**config.mk**
```make
export PLATFORM = sky130hd
export DESIGN_NAME = i2c_register_master_unit_flat
export DESIGN_NICKNAME = d
export VERILOG_FILES = /design/src/hw/rtl/i2crm_pkg.sv /design/src/hw/rtl/i2crm_req_if.sv /design/src/hw/rtl/i2crm_front.sv /design/src/hw/rtl/i2crm_engine.sv /design/src/hw/rtl/i2c_register_master_unit.sv /design/src/flat_wrapper.sv
export SDC_FILE = /design/constraint.sdc
export NUM_CORES = 1
export LEC_CHECK = 0
export BUFFER_PORTS_ARGS = -buffer_cell sky130_fd_sc_hd__buf_2
export CAP_MARGIN = 20
export CORE_UTILIZATION = 60
export CTS_BUF_LIST = sky130_fd_sc_hd__clkbuf_8
export DETAILED_ROUTE_END_ITERATION = 10
export PLACE_DENSITY_LB_ADDON = 0.2
export SLEW_MARGIN = 5
export SYNTH_ARGS = -nofsm -noshare
export SYNTH_HDL_FRONTEND = slang
export SYNTH_SLANG_ARGS = --single-unit
```
**constraint.sdc**
```tcl
create_clock -name clock -period 7.5 [get_ports clock]
set_input_delay 0.375 -clock clock [delete_from_list [all_inputs] [get_ports clock]]
set_output_delay 0.375 -clock clock [all_outputs]
set_load 0.02 [all_outputs]
```
**src/hw/rtl/i2crm_pkg.sv**
```systemverilog
// Package for the I2C register master: phase codes, operation and status codes,
// and the request/response payload structs. No dependencies.
package i2crm_pkg;

   localparam logic [15:0] STRETCH_LIMIT_RESET  = 16'd200;
   localparam logic [7:0]  ACK_WAIT_LIMIT_RESET = 8'd5;
   localparam int unsigned QUEUE_DEPTH          = 2;

   localparam logic [1:0] OP_TICK  = 2'd0;
   localparam logic [1:0] OP_WRITE = 2'd1;
   localparam logic [1:0] OP_READ  = 2'd2;

   localparam logic [2:0] STATUS_OK      = 3'd0;
   localparam logic [2:0] STATUS_NACK    = 3'd1;
   localparam logic [2:0] STATUS_TIMEOUT = 3'd2;
   localparam logic [2:0] STATUS_STUCK   = 3'd3;
   localparam logic [2:0] STATUS_BAD_REQ = 3'd4;

   localparam logic csr_index_stretch  = 1'b0;
   localparam logic csr_index_ack_wait = 1'b1;

   typedef enum logic [4:0] {
      PH_IDLE, PH_START0, PH_START1, PH_START2, PH_START3, PH_LOAD,
      PH_TX_LOW, PH_TX_DATA, PH_TX_HIGH, PH_TX_END, PH_ACK_REL, PH_ACK_SCL,
      PH_ACK_SDA, PH_ACK_FAIL, PH_AFTER_ACK, PH_RX_BEGIN, PH_RX_LOW, PH_RX_REL,
      PH_RX_SCL, PH_RX_SAMPLE, PH_RA1, PH_RA2, PH_NA1, PH_NA2, PH_SP0, PH_SP1,
      PH_SP2, PH_SP3, PH_TAIL, PH_FIN
   } phase_type;

   typedef enum logic [1:0] {
      BY_ADDRW, BY_REG, BY_ADDRR, BY_WDATA
   } byte_stage_type;

   typedef struct packed {
      logic [1:0] operation;
      logic [6:0] dev_addr;
      logic [7:0] reg_addr;
      logic [7:0] length;
      logic [7:0] tx_byte;
      logic       scl_in;
      logic       sda_in;
   } req_type;

   typedef struct packed {
      logic       scl_release;
      logic       sda_release;
      logic       tx_taken;
      logic [7:0] rx_byte;
      logic       rx_valid;
      logic       busy_res;
      logic       done_res;
      logic [2:0] status;
   } rsp_type;

endpackage

```
**src/hw/rtl/i2crm_req_if.sv**
```systemverilog
// Valid/ready channel interfaces for the I2C register master.
// Depends on i2crm_pkg for the payload structs.
interface i2crm_req_if;
   logic              valid;
   logic              ready;
   i2crm_pkg::req_type data;
   modport source (output valid, output data, input ready);
   modport sink   (input valid, input data, output ready);
endinterface

interface i2crm_rsp_if;
   logic              valid;
   logic              ready;
   i2crm_pkg::rsp_type data;
   modport source (output valid, output data, input ready);
   modport sink   (input valid, input data, output ready);
endinterface

```
**src/hw/rtl/i2crm_front.sv**
```systemverilog
// Front end: accepts request beats into a small queue so the engine can stall
// independently of the requester. Depends on i2crm_pkg.
module i2crm_front #(
   parameter int unsigned Depth = i2crm_pkg::QUEUE_DEPTH
) (
   input  logic               clock,
   input  logic               reset,
   input  logic               in_valid,
   output logic               in_ready,
   input  i2crm_pkg::req_type in_data,
   output logic               out_valid,
   input  logic               out_ready,
   output i2crm_pkg::req_type out_data
);
   localparam int unsigned PtrW = (Depth > 1) ? $clog2(Depth) : 1;

   i2crm_pkg::req_type     slot_ff [Depth];
   logic [PtrW-1:0]        wr_ff, wr_in, rd_ff, rd_in;
   logic [PtrW:0]          count_ff, count_in;
   logic                   push, pop;

   assign in_ready  = (count_ff != (PtrW+1)'(Depth));
   assign out_valid = (count_ff != '0);
   assign out_data  = slot_ff[rd_ff];
   assign push      = in_valid && in_ready;
   assign pop       = out_valid && out_ready;

   // Pointer and fill count update.
   always_comb begin
      wr_in    = wr_ff;
      rd_in    = rd_ff;
      count_in = count_ff;
      if (push) begin
         wr_in = (wr_ff == PtrW'(Depth - 1)) ? '0 : wr_ff + 1'b1;
      end
      if (pop) begin
         rd_in = (rd_ff == PtrW'(Depth - 1)) ? '0 : rd_ff + 1'b1;
      end
      if (push && !pop) begin
         count_in = count_ff + 1'b1;
      end else if (pop && !push) begin
         count_in = count_ff - 1'b1;
      end
   end

   always_ff @(posedge clock) begin
      if (reset) begin
         wr_ff    <= '0;
         rd_ff    <= '0;
         count_ff <= '0;
      end else begin
         wr_ff    <= wr_in;
         rd_ff    <= rd_in;
         count_ff <= count_in;
      end
   end

   // Queue storage.
   always_ff @(posedge clock) begin
      if (push) begin
         slot_ff[wr_ff] <= in_data;
      end
   end

   a_no_overflow: assert property (@(posedge clock) disable iff (reset)
      count_ff <= (PtrW+1)'(Depth))
      else $error("request queue overflow");
   a_pop_counts: assert property (@(posedge clock) disable iff (reset)
      (pop && !push) |=> (count_ff == $past(count_ff) - 1'b1))
      else $error("request queue count slip on pop");
   a_push_counts: assert property (@(posedge clock) disable iff (reset)
      (push && !pop) |=> (count_ff == $past(count_ff) + 1'b1))
      else $error("request queue count slip on push");
endmodule

```
**src/hw/rtl/i2crm_engine.sv**
```systemverilog
// Back end: the I2C bus sequencer. Advances one phase chain per tick beat and
// registers the response beat. Depends on i2crm_pkg.
module i2crm_engine (
   input  logic               clock,
   input  logic               reset,
   input  logic [15:0]        stretch_limit,
   input  logic [7:0]         ack_wait_limit,
   input  logic               in_valid,
   output logic               in_ready,
   input  i2crm_pkg::req_type in_data,
   output logic               out_valid,
   input  logic               out_ready,
   output i2crm_pkg::rsp_type out_data
);
   i2crm_pkg::phase_type      phase_ff, phase_in;
   logic [2:0]                ticks_ff, ticks_in;
   logic [3:0]                bit_ff, bit_in;
   logic [7:0]                shift_ff, shift_in;
   logic [7:0]                left_ff, left_in;
   logic [6:0]                dev_ff, dev_in;
   logic [7:0]                reg_ff, reg_in;
   logic                      read_ff, read_in;
   logic [15:0]               wait_ff, wait_in;
   logic [2:0]                fstat_ff, fstat_in;
   i2crm_pkg::byte_stage_type stage_ff, stage_in;
   logic                      scl_ff, scl_in_n, sda_ff, sda_in_n, listen_ff, listen_in;
   logic                      rsp_valid_ff;
   i2crm_pkg::rsp_type        rsp_ff, rsp_in;
   logic                      take;
   logic                      run;
   logic [15:0]               wait_inc;

   assign in_ready  = !rsp_valid_ff || out_ready;
   assign take      = in_valid && in_ready;
   assign out_valid = rsp_valid_ff;
   assign out_data  = rsp_ff;

   // Phase chain: up to eight zero-delay steps are walked in one tick.
   always_comb begin
      phase_in  = phase_ff;  ticks_in = ticks_ff;  bit_in = bit_ff;
      shift_in  = shift_ff;  left_in  = left_ff;   dev_in = dev_ff;
      reg_in    = reg_ff;    read_in  = read_ff;   wait_in = wait_ff;
      fstat_in  = fstat_ff;  stage_in = stage_ff;
      scl_in_n  = scl_ff;    sda_in_n = sda_ff;    listen_in = listen_ff;
      rsp_in    = '0;
      run       = 1'b0;
      wait_inc  = '0;
      if (phase_ff == i2crm_pkg::PH_IDLE) begin
         if (in_data.operation == i2crm_pkg::OP_WRITE ||
             in_data.operation == i2crm_pkg::OP_READ) begin
            dev_in   = in_data.dev_addr;
            reg_in   = in_data.reg_addr;
            left_in  = in_data.length;
            read_in  = (in_data.operation == i2crm_pkg::OP_READ);
            fstat_in = i2crm_pkg::STATUS_OK;
            stage_in = i2crm_pkg::BY_ADDRW;
            if (read_in && left_in == 8'd0) begin
               fstat_in        = i2crm_pkg::STATUS_BAD_REQ;
               rsp_in.done_res = 1'b1;
               rsp_in.status   = i2crm_pkg::STATUS_BAD_REQ;
            end else begin
               phase_in = i2crm_pkg::PH_START0;
               ticks_in = '0;
               run      = 1'b1;
            end
         end
      end else begin
         rsp_in.busy_res = 1'b1;
         if (ticks_ff != '0) begin
            ticks_in = ticks_ff - 1'b1;
         end else begin
            run = 1'b1;
         end
      end
      for (int s = 0; s < 8; s++) begin
         if (run) begin
            run = 1'b0;
            case (phase_in)
               i2crm_pkg::PH_START0: begin
                  sda_in_n = 1'b1; phase_in = i2crm_pkg::PH_START1; ticks_in = 3'd1;
               end
               i2crm_pkg::PH_START1: begin
                  scl_in_n = 1'b1; phase_in = i2crm_pkg::PH_START2; ticks_in = 3'd0;
               end
               i2crm_pkg::PH_START2: begin
                  sda_in_n = 1'b0; phase_in = i2crm_pkg::PH_START3; ticks_in = 3'd0;
               end
               i2crm_pkg::PH_START3: begin
                  scl_in_n = 1'b0; phase_in = i2crm_pkg::PH_LOAD; ticks_in = 3'd0;
               end
               i2crm_pkg::PH_LOAD: begin
                  case (stage_in)
                     i2crm_pkg::BY_ADDRW: shift_in = {dev_in, 1'b0};
                     i2crm_pkg::BY_REG:   shift_in = reg_in;
                     i2crm_pkg::BY_ADDRR: shift_in = {dev_in, 1'b1};
                     default: begin
                        shift_in        = in_data.tx_byte;
                        rsp_in.tx_taken = 1'b1;
                     end
                  endcase
                  bit_in   = '0;
                  phase_in = i2crm_pkg::PH_TX_LOW;
                  run      = 1'b1;
               end
               i2crm_pkg::PH_TX_LOW: begin
                  scl_in_n = 1'b0; phase_in = i2crm_pkg::PH_TX_DATA; ticks_in = 3'd1;
               end
               i2crm_pkg::PH_TX_DATA: begin
                  sda_in_n = shift_in[7];
                  shift_in = {shift_in[6:0], 1'b0};
                  phase_in = i2crm_pkg::PH_TX_HIGH; ticks_in = 3'd1;
               end
               i2crm_pkg::PH_TX_HIGH: begin
                  scl_in_n = 1'b1;
                  bit_in   = bit_in + 1'b1;
                  phase_in = (bit_in >= 4'd8) ? i2crm_pkg::PH_TX_END
                                              : i2crm_pkg::PH_TX_LOW;
                  ticks_in = 3'd0;
               end
               i2crm_pkg::PH_TX_END: begin
                  scl_in_n = 1'b0; phase_in = i2crm_pkg::PH_ACK_REL; ticks_in = 3'd1;
               end
               i2crm_pkg::PH_ACK_REL: begin
                  listen_in = 1'b1; scl_in_n = 1'b1; wait_in = '0;
                  phase_in  = i2crm_pkg::PH_ACK_SCL; ticks_in = 3'd0;
               end
               i2crm_pkg::PH_ACK_SCL: begin
                  if (in_data.scl_in) begin
                     wait_in  = '0;
                     phase_in = i2crm_pkg::PH_ACK_SDA;
                     run      = 1'b1;
                  end else begin
                     wait_inc = wait_in + 1'b1;
                     wait_in  = wait_inc;
                     if (wait_inc == stretch_limit) begin
                        fstat_in  = i2crm_pkg::STATUS_TIMEOUT;
                        listen_in = 1'b0;
                        phase_in  = i2crm_pkg::PH_SP0;
                        run       = 1'b1;
                     end else begin
                        ticks_in = 3'd0;
                     end
                  end
               end
               i2crm_pkg::PH_ACK_SDA: begin
                  if (!in_data.sda_in) begin
                     listen_in = 1'b0; scl_in_n = 1'b0;
                     phase_in  = i2crm_pkg::PH_AFTER_ACK; ticks_in = 3'd1;
                  end else begin
                     wait_inc = wait_in + 1'b1;
                     wait_in  = wait_inc;
                     phase_in = (wait_inc == {8'd0, ack_wait_limit}) ?
                                i2crm_pkg::PH_ACK_FAIL : i2crm_pkg::PH_ACK_SDA;
                     ticks_in = 3'd0;
                  end
               end
               i2crm_pkg::PH_ACK_FAIL: begin
                  fstat_in = i2crm_pkg::STATUS_NACK; listen_in = 1'b0;
                  phase_in = i2crm_pkg::PH_SP0; run = 1'b1;
               end
               i2crm_pkg::PH_AFTER_ACK: begin
                  case (stage_in)
                     i2crm_pkg::BY_ADDRW: begin
                        stage_in = i2crm_pkg::BY_REG; phase_in = i2crm_pkg::PH_LOAD;
                     end
                     i2crm_pkg::BY_REG: begin
                        if (read_in) begin
                           stage_in = i2crm_pkg::BY_ADDRR;
                           phase_in = i2crm_pkg::PH_START0;
                        end else if (left_in != 8'd0) begin
                           stage_in = i2crm_pkg::BY_WDATA;
                           phase_in = i2crm_pkg::PH_LOAD;
                        end else begin
                           phase_in = i2crm_pkg::PH_SP0;
                        end
                     end
                     i2crm_pkg::BY_ADDRR: phase_in = i2crm_pkg::PH_RX_BEGIN;
                     default: begin
                        left_in  = left_in - 1'b1;
                        phase_in = (left_in != 8'd0) ? i2crm_pkg::PH_LOAD
                                                     : i2crm_pkg::PH_SP0;
                     end
                  endcase
                  run = 1'b1;
               end
               i2crm_pkg::PH_RX_BEGIN: begin
                  listen_in = 1'b1; bit_in = '0; shift_in = '0;
                  phase_in  = i2crm_pkg::PH_RX_LOW; run = 1'b1;
               end
               i2crm_pkg::PH_RX_LOW: begin
                  scl_in_n = 1'b0; phase_in = i2crm_pkg::PH_RX_REL; ticks_in = 3'd1;
               end
               i2crm_pkg::PH_RX_REL: begin
                  scl_in_n = 1'b1; wait_in = '0;
                  phase_in = i2crm_pkg::PH_RX_SCL; ticks_in = 3'd0;
               end
               i2crm_pkg::PH_RX_SCL: begin
                  if (in_data.scl_in) begin
                     phase_in = i2crm_pkg::PH_RX_SAMPLE; ticks_in = 3'd0;
                  end else begin
                     wait_inc = wait_in + 1'b1;
                     wait_in  = wait_inc;
                     if (wait_inc == stretch_limit) begin
                        scl_in_n = 1'b0; listen_in = 1'b0;
                        fstat_in = i2crm_pkg::STATUS_TIMEOUT;
                        phase_in = i2crm_pkg::PH_SP0; run = 1'b1;
                     end else begin
                        ticks_in = 3'd0;
                     end
                  end
               end
               i2crm_pkg::PH_RX_SAMPLE: begin
                  shift_in = {shift_in[6:0], in_data.sda_in};
                  bit_in   = bit_in + 1'b1;
                  if (bit_in < 4'd8) begin
                     phase_in = i2crm_pkg::PH_RX_LOW; run = 1'b1;
                  end else begin
                     scl_in_n        = 1'b0;
                     listen_in       = 1'b0;
                     rsp_in.rx_valid = 1'b1;
                     rsp_in.rx_byte  = shift_in;
                     left_in         = left_in - 1'b1;
                     ticks_in        = 3'd0;
                     if (left_in != 8'd0) begin
                        sda_in_n = 1'b0; phase_in = i2crm_pkg::PH_RA1;
                     end else begin
                        sda_in_n = 1'b1; phase_in = i2crm_pkg::PH_NA1;
                     end
                  end
               end
               i2crm_pkg::PH_RA1: begin
                  scl_in_n = 1'b1; phase_in = i2crm_pkg::PH_RA2; ticks_in = 3'd0;
               end
               i2crm_pkg::PH_RA2: begin
                  scl_in_n = 1'b0; phase_in = i2crm_pkg::PH_RX_BEGIN; ticks_in = 3'd0;
               end
               i2crm_pkg::PH_NA1: begin
                  scl_in_n = 1'b1; phase_in = i2crm_pkg::PH_NA2; ticks_in = 3'd0;
               end
               i2crm_pkg::PH_NA2: begin
                  scl_in_n = 1'b0; phase_in = i2crm_pkg::PH_SP0; ticks_in = 3'd1;
               end
               i2crm_pkg::PH_SP0: begin
                  scl_in_n = 1'b0; phase_in = i2crm_pkg::PH_SP1; ticks_in = 3'd1;
               end
               i2crm_pkg::PH_SP1: begin
                  sda_in_n = 1'b0; phase_in = i2crm_pkg::PH_SP2; ticks_in = 3'd0;
               end
               i2crm_pkg::PH_SP2: begin
                  scl_in_n = 1'b1; phase_in = i2crm_pkg::PH_SP3; ticks_in = 3'd0;
               end
               i2crm_pkg::PH_SP3: begin
                  sda_in_n = 1'b1; phase_in = i2crm_pkg::PH_TAIL; ticks_in = 3'd0;
               end
               i2crm_pkg::PH_TAIL: begin
                  if (fstat_in != i2crm_pkg::STATUS_OK) begin
                     phase_in        = i2crm_pkg::PH_IDLE;
                     rsp_in.done_res = 1'b1;
                     rsp_in.status   = fstat_in;
                  end else begin
                     phase_in = i2crm_pkg::PH_FIN; ticks_in = 3'd0;
                  end
               end
               i2crm_pkg::PH_FIN: begin
                  if (read_in && (!in_data.sda_in || !in_data.scl_in)) begin
                     fstat_in = i2crm_pkg::STATUS_STUCK;
                  end
                  phase_in        = i2crm_pkg::PH_IDLE;
                  rsp_in.done_res = 1'b1;
                  rsp_in.status   = fstat_in;
               end
               default: begin
                  phase_in = i2crm_pkg::PH_IDLE; ticks_in = '0;
               end
            endcase
         end
      end
      rsp_in.scl_release = scl_in_n;
      rsp_in.sda_release = listen_in | sda_in_n;
   end

   // Sequencer state, advanced once per accepted tick beat.
   always_ff @(posedge clock) begin
      if (reset) begin
         phase_ff <= i2crm_pkg::PH_IDLE;  ticks_ff <= '0;  bit_ff <= '0;
         shift_ff <= '0;  left_ff <= '0;  dev_ff <= '0;  reg_ff <= '0;
         read_ff  <= 1'b0; wait_ff <= '0; fstat_ff <= '0;
         stage_ff <= i2crm_pkg::BY_ADDRW;
         scl_ff <= 1'b1; sda_ff <= 1'b1; listen_ff <= 1'b0;
      end else if (take) begin
         phase_ff <= phase_in;  ticks_ff <= ticks_in;  bit_ff <= bit_in;
         shift_ff <= shift_in;  left_ff <= left_in;  dev_ff <= dev_in;
         reg_ff   <= reg_in;    read_ff <= read_in;  wait_ff <= wait_in;
         fstat_ff <= fstat_in;  stage_ff <= stage_in;
         scl_ff <= scl_in_n; sda_ff <= sda_in_n; listen_ff <= listen_in;
      end
   end

   // Response output register.
   always_ff @(posedge clock) begin
      if (reset) begin
         rsp_valid_ff <= 1'b0;
      end else if (take) begin
         rsp_valid_ff <= 1'b1;
      end else if (out_ready) begin
         rsp_valid_ff <= 1'b0;
      end
   end

   always_ff @(posedge clock) begin
      if (take) begin
         rsp_ff <= rsp_in;
      end
   end

   a_done_goes_idle: assert property (@(posedge clock) disable iff (reset)
      (take && rsp_in.done_res) |=> (phase_ff == i2crm_pkg::PH_IDLE))
      else $error("done reported without returning to idle");
   a_status_only_done: assert property (@(posedge clock) disable iff (reset)
      (rsp_valid_ff && !rsp_ff.done_res) |-> (rsp_ff.status == i2crm_pkg::STATUS_OK))
      else $error("status set without done");
   a_rsp_held: assert property (@(posedge clock) disable iff (reset)
      (rsp_valid_ff && !out_ready) |=> (rsp_valid_ff && $stable(rsp_ff)))
      else $error("stalled response changed");
endmodule

```
**src/hw/rtl/i2c_register_master_unit.sv**
```systemverilog
// Top level of the I2C register master: configuration registers, request queue
// and bus sequencer. Depends on i2crm_pkg, the channel interfaces, front, engine.
//
//   channel | direction | payload
//   req     | in        | operation, dev_addr, reg_addr, length, tx_byte, scl_in, sda_in
//   rsp     | out       | scl_release, sda_release, tx_taken, rx_byte, rx_valid,
//           |           | busy_res, done_res, status
//   csr     | in        | write enable, register index, 16-bit data
//
// One request beat produces one response beat; a beat is taken every cycle while
// the response side is ready. A request passes through the queue and then the
// response register; the sequencer steps one bus tick per beat.
// Reset is synchronous and leaves both bus lines released and the sequencer idle.
// A stalled response side fills the two-entry queue before the request side stalls.
module i2c_register_master_unit #(
   parameter int unsigned QueueDepth = i2crm_pkg::QUEUE_DEPTH
) (
   input  logic        clock,
   input  logic        reset,
   i2crm_req_if.sink   req,
   i2crm_rsp_if.source rsp,
   input  logic        csr_write_enable,
   input  logic        csr_index,
   input  logic [15:0] csr_write_data
);
   logic [15:0]        stretch_limit_ff;
   logic [7:0]         ack_wait_limit_ff;
   logic               q_valid, q_ready;
   i2crm_pkg::req_type q_data;

   // Configuration registers.
   always_ff @(posedge clock) begin
      if (reset) begin
         stretch_limit_ff  <= i2crm_pkg::STRETCH_LIMIT_RESET;
         ack_wait_limit_ff <= i2crm_pkg::ACK_WAIT_LIMIT_RESET;
      end else if (csr_write_enable) begin
         if (csr_index == i2crm_pkg::csr_index_stretch) begin
            stretch_limit_ff <= csr_write_data;
         end else begin
            ack_wait_limit_ff <= csr_write_data[7:0];
         end
      end
   end

   i2crm_front #(.Depth(QueueDepth)) u_front (
      .clock, .reset,
      .in_valid (req.valid), .in_ready (req.ready), .in_data (req.data),
      .out_valid(q_valid),   .out_ready(q_ready),   .out_data(q_data)
   );

   i2crm_engine u_engine (
      .clock, .reset,
      .stretch_limit (stretch_limit_ff),
      .ack_wait_limit(ack_wait_limit_ff),
      .in_valid (q_valid),   .in_ready (q_ready),   .in_data (q_data),
      .out_valid(rsp.valid), .out_ready(rsp.ready), .out_data(rsp.data)
   );
endmodule
```
**src/flat_wrapper.sv**
```systemverilog
// flat-port wrapper written by rule: the top's interface ports become plain ports
module i2c_register_master_unit_flat 
#(
   parameter int unsigned QueueDepth = i2crm_pkg::QUEUE_DEPTH
)
  (clock, reset, csr_write_enable, csr_index, csr_write_data, req_valid, req_data, req_ready, rsp_valid, rsp_data, rsp_ready);
  i2crm_req_if req_i ();
  i2crm_rsp_if rsp_i ();
  input  logic clock;
  input  logic reset;
  input  logic csr_write_enable;
  input  logic csr_index;
  input  logic [15:0] csr_write_data;
  input wire logic [$bits(req_i.valid)-1:0] req_valid;
  input wire logic [$bits(req_i.data)-1:0] req_data;
  output wire logic [$bits(req_i.ready)-1:0] req_ready;
  output wire logic [$bits(rsp_i.valid)-1:0] rsp_valid;
  output wire logic [$bits(rsp_i.data)-1:0] rsp_data;
  input wire logic [$bits(rsp_i.ready)-1:0] rsp_ready;
  assign req_i.valid = req_valid;
  assign req_i.data = req_data;
  assign req_ready = req_i.ready;
  assign rsp_valid = rsp_i.valid;
  assign rsp_data = rsp_i.data;
  assign rsp_i.ready = rsp_ready;
  i2c_register_master_unit #(.QueueDepth(QueueDepth)) u_core (.clock(clock), .reset(reset), .req(req_i), .rsp(rsp_i), .csr_write_enable(csr_write_enable), .csr_index(csr_index), .csr_write_data(csr_write_data));
endmodule
```
; ---- Word-level counts from Yosys, hierarchy flattened
; Memory sizes are Yosys's and may differ from the RTL's. A register that Yosys moved wholly into a read port is not among the register bits.
; Index checks and enable logic that the tools add are counted.
[totals]
regBits = 114
mem_bits_rw = 70
inputBits = 57
out_inout_bits = 19
mem_count = 1
[classes]
add_sub_neg = 29
order_cmp = 16
eq_ne = 267
muxes = 647
bitwise_logic = 2
reduce_logical = 165
[memory_table]
columns = name, words, word_bits, read_ports, rd_ports_with_merged_regs, write_ports, line
row1 = u_core.u_front.slot_ff, 2, 35, 1, 1, 1, i2crm_front.sv:17  ; i2crm_pkg::req_type slot_ff [Depth];
[ops]
columns = op, count
row1 = case mux 5 bit (27 select lines), 8
row2 = == test 5 bit (second input constant), 112
row3 = 2-to-1 mux 16 bit, 32
row4 = case mux 16 bit (4 select lines), 8
row5 = 2-to-1 mux 5 bit, 67
row6 = == test 5 x 4 -> 1 bit (second input constant), 64
row7 = 2-to-1 mux 3 bit, 101
row8 = 2-to-1 mux 8 bit, 36
row9 = case mux 8 bit (4 select lines), 8
row10 = case mux 8 bit (3 select lines), 8
row11 = 2-to-1 mux 1 bit, 179
row12 = case mux 3 bit (7 select lines), 8
row13 = OR reduction 7 bit, 24
row14 = == test 5 x 3 -> 1 bit (second input constant), 32
row15 = 2-to-1 mux 9 bit, 16
row16 = 2-to-1 mux 4 bit, 35
row17 = adder 16 x 1 -> 16 bit (second input constant), 8
row18 = == test 16 bit, 8
row19 = == test 16 x 8 -> 1 bit, 8
row20 = case mux 4 bit (2 select lines), 16
row21 = case mux 8 bit (2 select lines), 8
row22 = nonzero test 8 bit, 16
row23 = OR reduction 2 bit, 64
row24 = case mux 5 bit (3 select lines), 8
row25 = 34 further kinds, 252

; ---- Longest topological paths before layout
[depth]
ltp_word = 49
ltp_mapped = 29
ltp_nobuf = 20

; ---- Cells and area by module
; Synthesis repeated with hierarchy kept, for this count alone.
[hier_totals]
hier_cells = 1420
hier_area_um2 = 12221.7
[by_module_without_submodules]
columns = module, n_inst, cells_each, area_per_inst_um2
row1 = i2crm_engine, 1, 1184, 8419.3
row2 = i2crm_front, 1, 133, 2746.4
row3 = i2c_register_master_unit, 1, 103, 1056.0

; ---- Worst setup path before layout
; No wires, ideal clock.
[synth_path]
path_kind = flip-flop to flip-flop
from = register with a tool-made name
to = register u_core.u_engine.shift_ff[2]
setup_time_ns = 0.122
t_arrival_ns = 6.695
setup_slack_ns = 0.683
path_stages_with_launch = 29
path_buffers = 11
path_cell_list = dfxtp_1 buf_2 buf_2 buf_1 clkbuf_1 buf_1 mux2_2 ha_1 nor2_1 nand2_1 clkbuf_1 clkbuf_1 clkbuf_1 nor2_1 a21oi_1 ha_1 clkbuf_1 o21ai_0 xnor2_1 nor2_1 a2111oi_2 nand3_1 a22oi_1 and2_1 clkbuf_1 or3_1 clkbuf_1 o22ai_1 a221o_1
[synth_lines]
columns = item, line
row1 = to (signal assigned), i2crm_engine.sv:292  ; shift_ff <= shift_in; left_ff <= left_in; dev_ff <= dev_in;
row2 = to (decl), i2crm_engine.sv:18  ; logic [7:0] shift_ff, shift_in;

==> impl_metrics.csv <==
group,metric,value,unit
clocking,clkTransAtPathRegs,120,ps
sta,setup_viol,0,
sta,finalCritPeriodShare,76.7,%
grt,grt_pass1_wl,53200,µm
worst_setup_path,critPathMaxStageDelay,770,ps
min_path,holdCritPathClass,"input port to flip-flop",
worst_setup_path,crit_type,"flip-flop to flip-flop",
min_path,worstHoldEndpoint,"u_core.u_front.slot_ff[1][26]$_DFFE_PP_",
worst_setup_path,rr_worst_depth,17,
power_and_ir_drop,peakVddDrop,0.000216,V
grt,antenna_found_initial,0,
clocking,tritoncts,"built",
floorplanning,die_w,142,µm
final_layout,nets,1500,
routing,ant_nets,0,
synth,yosys.area_share.simple,22.7,%
final_layout,fill_cells,1628,
synth,synth_top_area_share,22.2,%
synth,synth_compound_area_share,22.6,%
routing,drtPass1Iterations,6,
worst_setup_path,crit_required,7940,ps
min_path,min_from,"req_data[26]",
floorplanning,io_pins,76,
final_layout,diodes,0,
worst_setup_path,cp_slowest_cell,"o31ai_2",
grt,gr-usage-all-layers,34.3,%
final_layout,drive_gt1_share,11.6,%
sta,period_minus_slack,5750,ps
synth,synthTopCellsByCount,"183 x nand2_1, 147 x nor2_1, 120 x a21oi_1",
worst_setup_path,critPathMaxFanout,22,
placement,hpwl,24700,µm
worst_setup_path,arrival,6200,ps
routing,drtIter0Drc,1392,
sta,fin_skew,15.6,ps
synth,netlist_instances,1419,
sta,tightest_slew,1130,ps
synth,syn_area,0.0118,mm²
placement,place_congestion,0.989,
synth,ys_top_cells_by_area,"edfxtp_1 22%, dfxtp_1 17%, nand2_1 5.8%",
grt,grt_max_degree,60,
clocking,cts_root_buf,"clkbuf_8",
clocking,postCtsSetupRepairBufs,0,
job,cap_violations,0,
clocking,ctsResizeCount,0,
routing,post_drt_wl_per_cell,20.1,µm
min_path,hold_depth,1,
synth,syn_nets,1487,
sta,relSlewSlack,24.2,%
clocking,cts_buffer_depth,2,
synth,synth_most_common_cell,"nand2_1",
synth,synth-main-ff-cell,"dfxtp_1",
synth,synth_fa_ha_area_share,1.17,%
floorplanning,die-height,142,µm
run_status,outcome,"finished, final reports clean",
clocking,clock_latency,490,ps
synth,synth_xor_area_share,4.89,%
floorplanning,die_area,0.0202,mm²
worst_setup_path,rrSetupSlack,1750,ps
routing,avgViaCountPerCell,6.46,
sta,finalMaxSlewViolations,0,
power_and_ir_drop,finalPower,5.35,mW
clocking,cts-htree-levels,4,
placement,portBuffers,75,
routing,drcViolationCount,0,
synth,synth_edf_count,87,
final_layout,area_growth,7.73,%
clocking,cts_buffers,17,
grt,overflow,0,
power_and_ir_drop,power_per_cell_area,422,mW/mm²
routing,totalWireLength,34200,µm
worst_setup_path,r2r_end,"u_core.u_engine.scl_ff$_SDFFE_PP1P_",
grt,grt_pass1_vias,9698,
worst_setup_path,end_kind,"flip-flop",
clocking,hold_buffers,0,
routing,vias,11000,
synth,synth_area_per_cell,8.29,µm²
worst_setup_path,crit_chain,"mux2_2 > ha_1 > or2_2 > nor2_4 > nand2_1 > o21ai_0 > ha_1 > o211ai_1 > a21o_1 > a311o_1 > a41o_1 > o31ai_2 > nor2b_1 > nand2_1 > o21a_1 > a211oi_1 > a21bo_2",
worst_setup_path,cp-start-kind,"flip-flop",
floorplanning,start_util,62.1,%
floorplanning,core,0.0190,mm²
synth,synth_top_family_by_area,"simple AND/OR/NAND/NOR gates",
sta,hold_viol,0,
floorplanning,num_rows,50,
synth,synthMuxAreaShare,5.18,%
synth,ys_seq_area_share,38.9,%
synth,ys_types,88,
sta,finalSetupTns,0,ps
sta,rsz0062_at_grt,"false",
synth,yosys.area.top_type,"edfxtp_1",
power_and_ir_drop,p_leak,4.35,nW
synth,async_flop_share,0,%
synth,ys_ff_latch,185,
clocking,clock-sinks,185,
sta,max_clock_freq,174,MHz
synth,yosys_warnings,0,
## per-layer routing
layer | wire, µm | vias up | track usage [%] | share of wire, %
li1 | - | 5222 | - | -
met5 | 0 | - | 0 | 0
met3 | 4170 | 54 | 10.7 | 12
met2 | 14700 | 639 | 49.7 | 43
met4 | 671 | 0 | 10.2 | 2.0
met1 | 14800 | 5104 | 48.6 | 43
## worst max-delay path: cells and delay by family (launching register included)
family,cells,cell delay (ps)
AND/OR/NAND/NOR,5,1500
multiplexers,1,360
flip-flops,1,420
AO/OA/AOI/OAI,9,2710
adder cells (fa/ha/maj),2,710
## state kept, by name, summed over array words and instances (netlist names), 4 cells and up, named ones only
register                  count
u_core.u_front.slot_ff       70
u_core.u_engine.dev_ff        7
u_core.u_engine.out_data     17
u_core.u_engine.bit_ff        4
u_core.u_engine.wait_ff      16
u_core.u_engine.reg_ff        8
u_core.u_engine.left_ff       8
u_core.stretch_limit_ff      16
u_core.u_engine.phase_ff      5
u_core.u_engine.shift_ff      8
u_core.ack_wait_limit_ff      8
## cell usage in the layout, fill, tap and decap left out, drive strengths merged, types with 8 or more instances in the layout
cell,count
nand2,183
nor2,150
a21oi,122
dfxtp,98
buf,98
edfxtp,87
o21ai,78
mux2i,53
xnor2,41
nand3,40
inv,37
nor3,36
a211oi,26
nor2b,23
xor2,22
o211ai,20
nor4,18
a31oi,17
o22ai,17
clkbuf,17
or3,16
nand2b,15
nand4,15
a22oi,15
and2,14
o21a,12
ha,11
o31ai,11
clkinv,10
a21o,9
nand3b,8
or2,8
## layout make-up
cell class	instances	area [µm²]	area share (%)
clock buffers	17	234	1.85
clock inverters	15	193	1.52
inverters	33	124	0.977
flip-flops and latches	185	4580	36.1
repair buffers	98	552	4.35
well taps	260	325	2.57
multi-input cells	1097	6680	52.7
## how the worst max path moves through the flow
stage / depth (start not counted) / slack, ps / end
2_1_floorplan: 28 / 680 / u_core.u_engine.shift_ff[2]$_SDFFE_PP0P_
3_3_place_gp: 17 / 2020 / u_core.u_engine.scl_ff$_SDFFE_PP1P_
3_5_place_dp: 17 / 1860 / u_core.u_engine.scl_ff$_SDFFE_PP1P_
4_1_cts: 17 / 1840 / u_core.u_engine.scl_ff$_SDFFE_PP1P_
5_1_grt: 17 / 1350 / u_core.u_engine.ticks_ff[0]$_SDFFE_PP0P_
6_report: 17 / 1750 / u_core.u_engine.scl_ff$_SDFFE_PP1P_
## through the flow
stage               hold slack (ps)  cell area [µm²]  utilization (%)  cells  setup slack, ps
floorplan                       437            11800                -   1419              683
global placement                442            12200             64.5   1671             2020
detailed placement              452            12200             64.5   1671             1860
CTS                            54.6            12700             66.8   1703             1840
global route                   48.4            12700             66.9   1705             1350
finish                         64.2            12700             66.9   1705             1750
## kinds of logic after synthesis
kind of cell	after synthesis
AO/OA/AOI/OAI	404
multiplexers	60
adder cells (fa/ha/maj)	11
AND/OR/NAND/NOR	558
buffers and inverters	137
flip-flops	185
XOR/XNOR	64
## power breakdown
| group | switching [mW] | internal, mW |
|---|---|---|
| logic | 2.10 | 1.03 |
| clock network | 0.448 | 0.262 |
| registers | 0.209 | 1.30 |
Note: power is estimated with default switching activity, not from simulation.
